`config.mk`:
```
export PLATFORM = sky130hd
export DESIGN_NAME = tsmr_front
export DESIGN_NICKNAME = d
export VERILOG_FILES = /design/src/rtl/tsmr_pkg.sv /design/src/rtl/tsmr_front.sv
export SDC_FILE = /design/constraint.sdc
export NUM_CORES = 1
export LEC_CHECK = 0
export ABC_CLOCK_PERIOD_IN_PS = 6930
export BUFFER_PORTS_ARGS = -buffer_cell sky130_fd_sc_hd__buf_2
export CAP_MARGIN = 10
export CORE_MARGIN = 3
export CORE_UTILIZATION = 25
export DETAILED_ROUTE_END_ITERATION = 10
export MAX_ROUTING_LAYER = met4
export PLACE_DENSITY_LB_ADDON = 0.05
export SLEW_MARGIN = 20
export SYNTH_ARGS = -nofsm -noshare
export SYNTH_HDL_FRONTEND = slang
export SYNTH_SLANG_ARGS = --single-unit
```
`constraint.sdc`:
```
create_clock -name clk -period 6.93 [get_ports clk]
set_input_delay 0 -clock clk [delete_from_list [all_inputs] [get_ports clk]]
set_output_delay 0 -clock clk [all_outputs]
set_load 0.02 [all_outputs]
```
`src/rtl/tsmr_pkg.sv`:
```
package tsmr_pkg;

    localparam int EXP_DEPTH = 1024;
    localparam int IDX_W = $clog2(EXP_DEPTH);
    localparam logic [31:0] EXP_STEP_Q32 = 32'd4228380000;

    localparam int VB_W = 28;
    localparam int K_W = 32;
    localparam int DS_W = 32;
    localparam int U_W = 16;
    localparam int MAG_W = 31;
    localparam int SQ_W = 2 * MAG_W;
    localparam int E_W = 17;

    typedef logic [1:0] reg_idx_t;
    localparam reg_idx_t REG_BEAM_VELOCITY = 2'd0;
    localparam reg_idx_t REG_INV_TWO_VTH_SQ = 2'd1;
    localparam reg_idx_t REG_DENSITY_SCALE = 2'd2;

    typedef logic [E_W-1:0] exp_tab_t [EXP_DEPTH];

    function automatic exp_tab_t build_exp_tab();
        logic [95:0] acc;
        exp_tab_t tab;
        acc = 96'd1 << 32;
        for (int i = 0; i < EXP_DEPTH; i++)
        begin
            tab[i] = E_W'((acc + 96'd32768) >> 16);
            acc = (acc * 96'(EXP_STEP_Q32) + (96'd1 << 31)) >> 32;
        end
        return tab;
    endfunction

    localparam exp_tab_t EXP_TAB = build_exp_tab();

endpackage

```
`src/rtl/tsmr_front.sv`:
```
module tsmr_front (
    input  logic                           clk,
    input  logic                           adv,
    input  logic [tsmr_pkg::U_W-1:0]       uniform_velocity,
    input  logic [tsmr_pkg::U_W-1:0]       uniform_height,
    input  logic [tsmr_pkg::VB_W-1:0]      beam_velocity,
    output logic signed [31:0]             velocity,
    output logic [tsmr_pkg::U_W-1:0]       height,
    output logic [tsmr_pkg::MAG_W-1:0]     mag_lo,
    output logic [tsmr_pkg::MAG_W-1:0]     mag_hi,
    output logic [tsmr_pkg::MAG_W-1:0]     mag_peak
);
    import tsmr_pkg::*;

    logic [U_W-1:0]          u1_reg, u2_a_reg, u2_b_reg, u2_c_reg, u2_d_reg;
    logic [VB_W+U_W-1:0]     prod_reg;
    logic [31:0]             v_reg, v_c_reg;
    logic [MAG_W-1:0]        m1_reg, m2_reg, mp_reg;
    logic [31:0]             v_next;
    logic [32:0]             d1, d2;
    logic [32:0]             a1, a2;

    always_comb
    begin
        v_next = {1'b0, prod_reg[VB_W+U_W-1:13]} - {2'b00, beam_velocity, 2'b00};
        d1 = {v_reg[31], v_reg} - {5'd0, beam_velocity};
        d2 = {v_reg[31], v_reg} + {5'd0, beam_velocity};
        a1 = d1[32] ? (33'd0 - d1) : d1;
        a2 = d2[32] ? (33'd0 - d2) : d2;
    end

    always_ff @(posedge clk)
    begin
        if (adv)
        begin
            u1_reg   <= uniform_velocity;
            u2_a_reg <= uniform_height;
            prod_reg <= beam_velocity * u1_reg;
            u2_b_reg <= u2_a_reg;
            v_reg    <= v_next;
            u2_c_reg <= u2_b_reg;
            v_c_reg  <= v_reg;
            u2_d_reg <= u2_c_reg;
            m1_reg   <= a1[MAG_W-1:0];
            m2_reg   <= a2[MAG_W-1:0];
            mp_reg   <= MAG_W'({beam_velocity, 1'b0});
        end
    end

    assign velocity = v_c_reg;
    assign height   = u2_d_reg;
    assign mag_lo   = m1_reg;
    assign mag_hi   = m2_reg;
    assign mag_peak = mp_reg;

endmodule

```
==> impl_metrics.env, run 1 <==
export IMPL_clk_pin_slew_ps=60
export IMPL_portBuffers=199
export IMPL_clock_root_buffer="clkbuf_16"
export IMPL_setup_violations=0
export IMPL_synthesis_area_um2=28300
export IMPL_r2r_end="prod_reg[38]"
export IMPL_grt_use_total_pct=15.7
export IMPL_critPathLaunch="u1_reg[4]"
export IMPL_coreArea_um2=112000
export IMPL_die_area_um2=117000
export IMPL_clk_latency_ps=570
export IMPL_dieWidth_um=342
export IMPL_grt_start_max_net_pins=139
export IMPL_routedWlPerCell_um=19.3
export IMPL_htree_levels=2
export IMPL_start_kind="register"
export IMPL_hold_viol=0
export IMPL_ys_seq_elements=264
export IMPL_cp_required_ps=7240
export IMPL_vias_per_cell=4.43
export IMPL_drc=0
export IMPL_hp_class="in -> reg"
export IMPL_routabilityCongestion=0.836
export IMPL_holdCritStartpoint="beam_velocity[11]"
export IMPL_dp_hpwl_um=70800
export IMPL_synth_top_area_share_pct=28.0
export IMPL_vias=20199
export IMPL_r2r_slack_ps=300
export IMPL_dp_slack_ps=-62.0
export IMPL_ios=203
export IMPL_yosys_warnings=0
export IMPL_start_util_pct=25.4
export IMPL_nets=3668
export IMPL_crit_path_end="prod_reg[38]"
export IMPL_timing_final_crit_share_pct=95.7
export IMPL_area_growth_syn_to_layout_pct=17.1
export IMPL_status="completed"
export IMPL_grt_pass1_wl_um=137000
export IMPL_drive_above_1_share_pct=13.2
export IMPL_clock_path_buffers=3
export IMPL_synth_area_top_cells="edfxtp_1, fa_1, ha_1, inv_1, nand2_1"
export IMPL_synth_largest_area_cell="edfxtp_1"
export IMPL_rr_worst_depth=25
export IMPL_fmax_mhz=151
export IMPL_grt_pass1_vias=22067
export IMPL_critPathKind="reg -> reg"
export IMPL_dr_pass1_iters=5
export IMPL_skew_ps=19.9
export IMPL_cts_num_sinks=264
export IMPL_fp_row_count=122
export IMPL_cts_made_buffers=38
export IMPL_async_flop_share_pct=0
export IMPL_slew_headroom_pct=34.2
export IMPL_yosysUniqueCellTypes=98
export IMPL_worst_slew_pin_slew_ps=987
export IMPL_final_setup_worst_slack_ps=295
export IMPL_period_minus_slack_ps=6630
export IMPL_synthFlopType="edfxtp_1"
export IMPL_postRouteAntennaNets=0
export IMPL_maxCapViolCount=0
export IMPL_yosysSeqAreaShare_pct=28.0
export IMPL_routed_wl_um=87800
export IMPL_whs_ps=38.4
export IMPL_antenna_found_initial=8
export IMPL_synth_enable_flop_cells=264
export IMPL_finalMaxSlewViolations=0
export IMPL_drt_iter0_drc=1077
export IMPL_syn_inst=2790
export IMPL_crit_arrival_ps=6950
export IMPL_r2r_start="u1_reg[4]"
export IMPL_overflow=0
export IMPL_cts_tree="done"
export IMPL_cp_max_fo=6
export IMPL_syn_avg_cell_area_um2=10.1
export IMPL_end_kind="register"
export IMPL_die_y_um=342
how the worst min path moves through the flow:
| stage | cells past startpoint | slack [ps] | end |
|---|---|---|---|
| after floorplan | 0 | 100 | mag_peak[10] |
| after global placement | 1 | 180 | u2_a_reg[4] |
| after detailed placement | 1 | 180 | u2_a_reg[14] |
| after CTS | 2 | 4 | mag_peak[12] |
| after global routing | 2 | 6 | mag_peak[12] |
| final | 2 | 40 | mag_peak[12] |
stage by stage:
| stage | instance area [µm²] | std cells | TNS, ps | util (%) |
|---|---|---|---|---|
| 5_1_grt | 33200 | 4562 | -15.2 | 29.7 |
| 3_3_place_gp | 31300 | 4436 | 0 | 28.1 |
| 3_5_place_dp | 31300 | 4436 | -62.0 | 28.1 |
| 2_1_floorplan | 28300 | 2792 | 0 | - |
| 4_1_cts | 33100 | 4556 | 0 | 29.6 |
| 6_report | 33200 | 4563 | 0 | 29.7 |
cell usage in the layout, fill, tap and decap left out, types with 20 or more instances in the layout:
cell           netlist  layout
inv_1              465     465
fa_1               364     364
nand2_1            340     340
edfxtp_1           264     264
and2_1             203     203
ha_1               199     199
buf_2               12     198
a21oi_1            110     107
xnor2_1            107     107
nor2_1              94      94
buf_4                8      72
o21ai_0             62      62
a21o_1              51      51
dlygate4sd3_1        0      47
xor2_1              42      42
clkbuf_16            0      39
nand3_1             32      31
nor3_1              24      24
nand4_1             22      22
nor4_1              22      22
nor2b_1             20      20
or3_1               20      20
metal layers:
layer	routed length (µm)	share of wire [%]	vias to the layer above	GRT usage (%)
met1	42300	48	10184	21.6
met2	40700	46	380	24.9
met3	3450	3.9	75	2.02
met4	1390	1.6	0	2.81
li1	-	-	9560	-
met5	0	0	-	-
kinds of logic (layout without fill, tap and decap cells):
| logic type | after synthesis | in the layout | share of synthesized area, % |
|---|---|---|---|
| xor gates and xnor gates | 151 | 151 | 4.77 |
| and+or+nand+nor | 838 | 838 | 14.9 |
| adders and majority gates | 563 | 563 | 34.5 |
| AOI/OAI and AO/OA | 380 | 380 | 9.50 |
| other | 1 | 6 | 0.0132 |
| buffers and inverters | 589 | 869 | 8.08 |
| DFF | 264 | 264 | 28.0 |
| muxes | 4 | 4 | 0.159 |
cell usage after synthesis (6+ instances only):
cell and n:
inv_1 465, fa_1 364, nand2_1 340, edfxtp_1 264, and2_1 203, ha_1 199, a21oi_1 110, xnor2_1 107
nor2_1 94, clkbuf_1 89, o21ai_0 62, a21o_1 51, xor2_1 42, nand3_1 32, nor3_1 24, nand4_1 22
nor4_1 22, nor2b_1 20, or3_1 20, o21bai_1 16, o31ai_1 16, nand2b_1 13, a31oi_1 12, buf_2 12
a211oi_1 11, and3_1 11, o21ai_1 10, o21a_1 9, buf_4 8, or2_2 7, a21boi_0 6, nand3b_1 6
o211ai_1 6
what timing repair did:
| action | 4_1_cts | 5_1_grt |
|---|---|---|
| setup buffers | 4 | 4 |
| pin swaps | 0 | 3 |
| hold endpoints to repair | 97 | 0 |
| gates resized for setup | 1 | 11 |
| setup endpoints to repair | 1 | 11 |
| hold buffers | 47 | 0 |
critical path: stages, from the launching register on:
cell and delay [ps]:
edfxtp_1 530, buf_4 200, and2_1 150, fa_1 530, inv_1 50, fa_1 400
fa_1 550, inv_1 60, fa_1 480, fa_1 490, inv_1 50, fa_1 470
inv_1 40, ha_1 300, a21oi_1 140, o21ai_0 120, a31oi_1 240, o21ai_2 120
a31oi_4 200, a21oi_2 100, o2bb2ai_2 150, a21o_1 240, a221oi_2 340, o21ai_2 90
a21o_1 190, xor2_1 140
final cells by class:
| cell class | instances | area [µm²] |
|---|---|---|
| multi-input combinational | 1939 | 18100 |
| tap | 1488 | 1860 |
| inverter | 471 | 1770 |
| timing repair buffer | 329 | 2230 |
| fill | 11682 | 78400 |
| antenna | 3 | 7.51 |
| sequential | 264 | 7930 |
| clock inverter | 21 | 205 |
| clock buffer | 48 | 1010 |
Power of run 1 is not shown: default switching activity piles up to over one toggle a cycle in this logic, so the estimate is an artifact.
==> run 2: changes to the inputs <==
--- a/config.mk
+++ b/config.mk
@@ -5,8 +5,9 @@
 export SDC_FILE = /design/constraint.sdc
 export NUM_CORES = 1
 export LEC_CHECK = 0
+export ABC_AREA = 1
 export ABC_CLOCK_PERIOD_IN_PS = 6930
-export BUFFER_PORTS_ARGS = -buffer_cell sky130_fd_sc_hd__buf_2
+export BUFFER_PORTS_ARGS = -buffer_cell sky130_fd_sc_hd__buf_4
 export CAP_MARGIN = 10
 export CORE_MARGIN = 3
 export CORE_UTILIZATION = 25
==> impl_metrics.env, run 2 <==
export IMPL_cts_tree="done"
export IMPL_vias=23455
export IMPL_skew_ps=44.9
export IMPL_cp_required_ps=7250
export IMPL_crit_arrival_ps=6750
export IMPL_yosys_warnings=0
export IMPL_layoutNonFillerInstCount=5566
export IMPL_synthXorXnorAreaFrac_pct=3.03
export IMPL_mostFrequentLayoutCells="nand2_1, inv_1, fa_1"
export IMPL_grt_pass1_wl_um=155000
export IMPL_timing_final_crit_share_pct=92.9
export IMPL_clk_pin_slew_ps=70
export IMPL_yosysUniqueCellTypes=46
export IMPL_dr_pass1_iters=5
export IMPL_ys_seq_elements=264
export IMPL_clock_root_buffer="clkbuf_16"
export IMPL_slew_headroom_pct=40.1
export IMPL_syn_inst=3727
export IMPL_clock_path_buffers=3
export IMPL_hold_depth=2
export IMPL_critPathKind="reg -> reg"
export IMPL_postPlaceCellArea_um2=33500
export IMPL_start_util_pct=25.2
export IMPL_post_synth_and_or_nand_nor_area_fraction_pct=20.1
export IMPL_routedWlPerCell_um=18.0
export IMPL_die_y_um=354
export IMPL_hold_viol=0
export IMPL_fmax_mhz=155
export IMPL_grt_start_max_net_pins=74
export IMPL_synthesis_area_um2=30300
export IMPL_r2r_start="u1_reg[3]"
export IMPL_worstHoldEndpoint="u1_reg[3]"
export IMPL_setup_violations=0
export IMPL_ios=203
export IMPL_area_growth_syn_to_layout_pct=16.5
export IMPL_routabilityCongestion=0.845
export IMPL_antenna_found_initial=4
export IMPL_synth_area_top_cells="edfxtp_1, fa_1, nand2_1, inv_1, ha_1"
export IMPL_drc=0
export IMPL_dieWidth_um=354
export IMPL_overflow=0
export IMPL_place_inst=5437
export IMPL_die_area_um2=125000
export IMPL_synthMuxAreaShare_pct=0
export IMPL_yosysSeqAreaShare_pct=26.1
export IMPL_cts_made_buffers=38
export IMPL_syn_avg_cell_area_um2=8.14
export IMPL_synth_compound_area_share_pct=5.50
export IMPL_layout_commonest_cell="nand2_1"
export IMPL_finalMaxSlewViolations=0
export IMPL_period_minus_slack_ps=6440
export IMPL_cp_max_fo=17
export IMPL_synth_enable_flop_cells=264
export IMPL_htree_levels=2
export IMPL_grt_pass1_vias=25212
export IMPL_post_cts_buffers=0
export IMPL_synth_most_common_cell="nand2_1"
export IMPL_start_kind="register"
export IMPL_rr_worst_depth=21
export IMPL_rsz0062_at_grt="no"
export IMPL_drive_above_1_share_pct=9.44
export IMPL_vias_per_cell=4.21
export IMPL_design_area_um2=35300
export IMPL_dp_slack_ps=451
export IMPL_final_setup_worst_slack_ps=494
export IMPL_grt_use_total_pct=16.6
export IMPL_synth_top_area_share_pct=26.1
export IMPL_drt_iter0_drc=1190
export IMPL_r2r_slack_ps=490
export IMPL_coreArea_um2=120000
export IMPL_async_flop_share_pct=0
export IMPL_postRouteAntennaNets=0
export IMPL_ctsResizeCount=0
export IMPL_worst_slew_pin_slew_ps=895
export IMPL_routed_wl_um=100000
export IMPL_r2r_end="prod_reg[40]"
export IMPL_hp_class="in -> reg"
export IMPL_fin_tns_setup_ps=0
export IMPL_netlist_top_cells_count="nand2_1, inv_1, fa_1"
export IMPL_cts_num_sinks=264
export IMPL_holdCritStartpoint="uniform_velocity[3]"
export IMPL_status="completed"
export IMPL_fp_row_count=127
export IMPL_clk_latency_ps=610
export IMPL_yosys_area_share_adder_pct=32.2
export IMPL_synthFlopType="edfxtp_1"
export IMPL_nets=4551
export IMPL_end_kind="register"
export IMPL_synth_largest_area_cell="edfxtp_1"
export IMPL_maxCapViolCount=0
export IMPL_portBuffers=199
export IMPL_dp_hpwl_um=80800
export IMPL_synth_top_family_by_area="adder cells"
==> run 2: cell types whose count changed after synthesis, moves of 46 or more <==
cell,before,now
nand2_1,340,1054
inv_1,465,852
and2_1,203,5
nor2_1,94,212
nand3_1,32,123
xnor2_1,107,41
a21o_1,51,5
==> run 2: repair_timing <==
action / in CTS / in global routing
setup endpoints to repair: 0 / 0
hold buffers: 61 / 0
endpoints found under the hold margin: 117 / 0
==> run 2: routing by layer <==
metal	vias up	part of all wire (%)	GRT usage, %
li1	11640	-	-
met1	11429	47	21.8
met2	316	48	27.9
met3	70	2.8	1.63
met4	0	1.7	3.14
met5	-	0	-
==> run 2: worst max path at each step <==
stage          startpoint           end  slack (ps)  cells past startpoint
2_1_floorplan   u1_reg[2]  prod_reg[40]        1090                     23
3_3_place_gp    u1_reg[1]  prod_reg[42]         450                     19
3_5_place_dp    u1_reg[7]  prod_reg[42]         450                     21
4_1_cts         u1_reg[1]  prod_reg[40]         370                     21
5_1_grt         u1_reg[1]  prod_reg[40]          40                     21
6_report        u1_reg[3]  prod_reg[40]         490                     21
==> run 2: worst max-delay path, stage by stage, from the launching register on <==
cell and delay, ps:
edfxtp_1 810, buf_12 250, nand2_1 80, fa_1 490, fa_1 520, fa_1 530, inv_1 60, fa_1 450
fa_1 520, inv_1 50, fa_1 480, inv_1 50, ha_1 330, a21oi_1 270, o21ai_0 160, a21oi_1 150
inv_1 70, a21oi_1 120, nand2_1 130, a21oi_1 300, o21ai_0 150, xor2_1 150
==> run 2: cell type report <==
| type | instances | area, µm² |
|---|---|---|
| antenna | 1 | 2.50 |
| clock buffer | 43 | 991 |
| clock inverter | 24 | 206 |
| fill | 13102 | 84800 |
| inverter | 870 | 3270 |
| multi-input combinational | 2457 | 18500 |
| sequential | 264 | 7930 |
| tap | 1612 | 2020 |
| timing repair buffer | 295 | 2460 |
==> run 2: cell families after synthesis <==
group                      after synthesis
AOI/OAI and AO/OA                      290
other                                    1
and+or+nand+nor                       1496
buffers and inverters                 1008
xor gates and xnor gates               105
DFF                                    264
adders and majority gates              563
==> run 2: metrics by stage <==
step	utilization, %	hold slack [ps]
final	29.4	110
after global routing	29.4	86.8
after CTS	29.4	33.3
after detailed placement	27.9	179
after global placement	27.9	178
after floorplan	-	98.9
Power of run 2 is left out for the same reason.
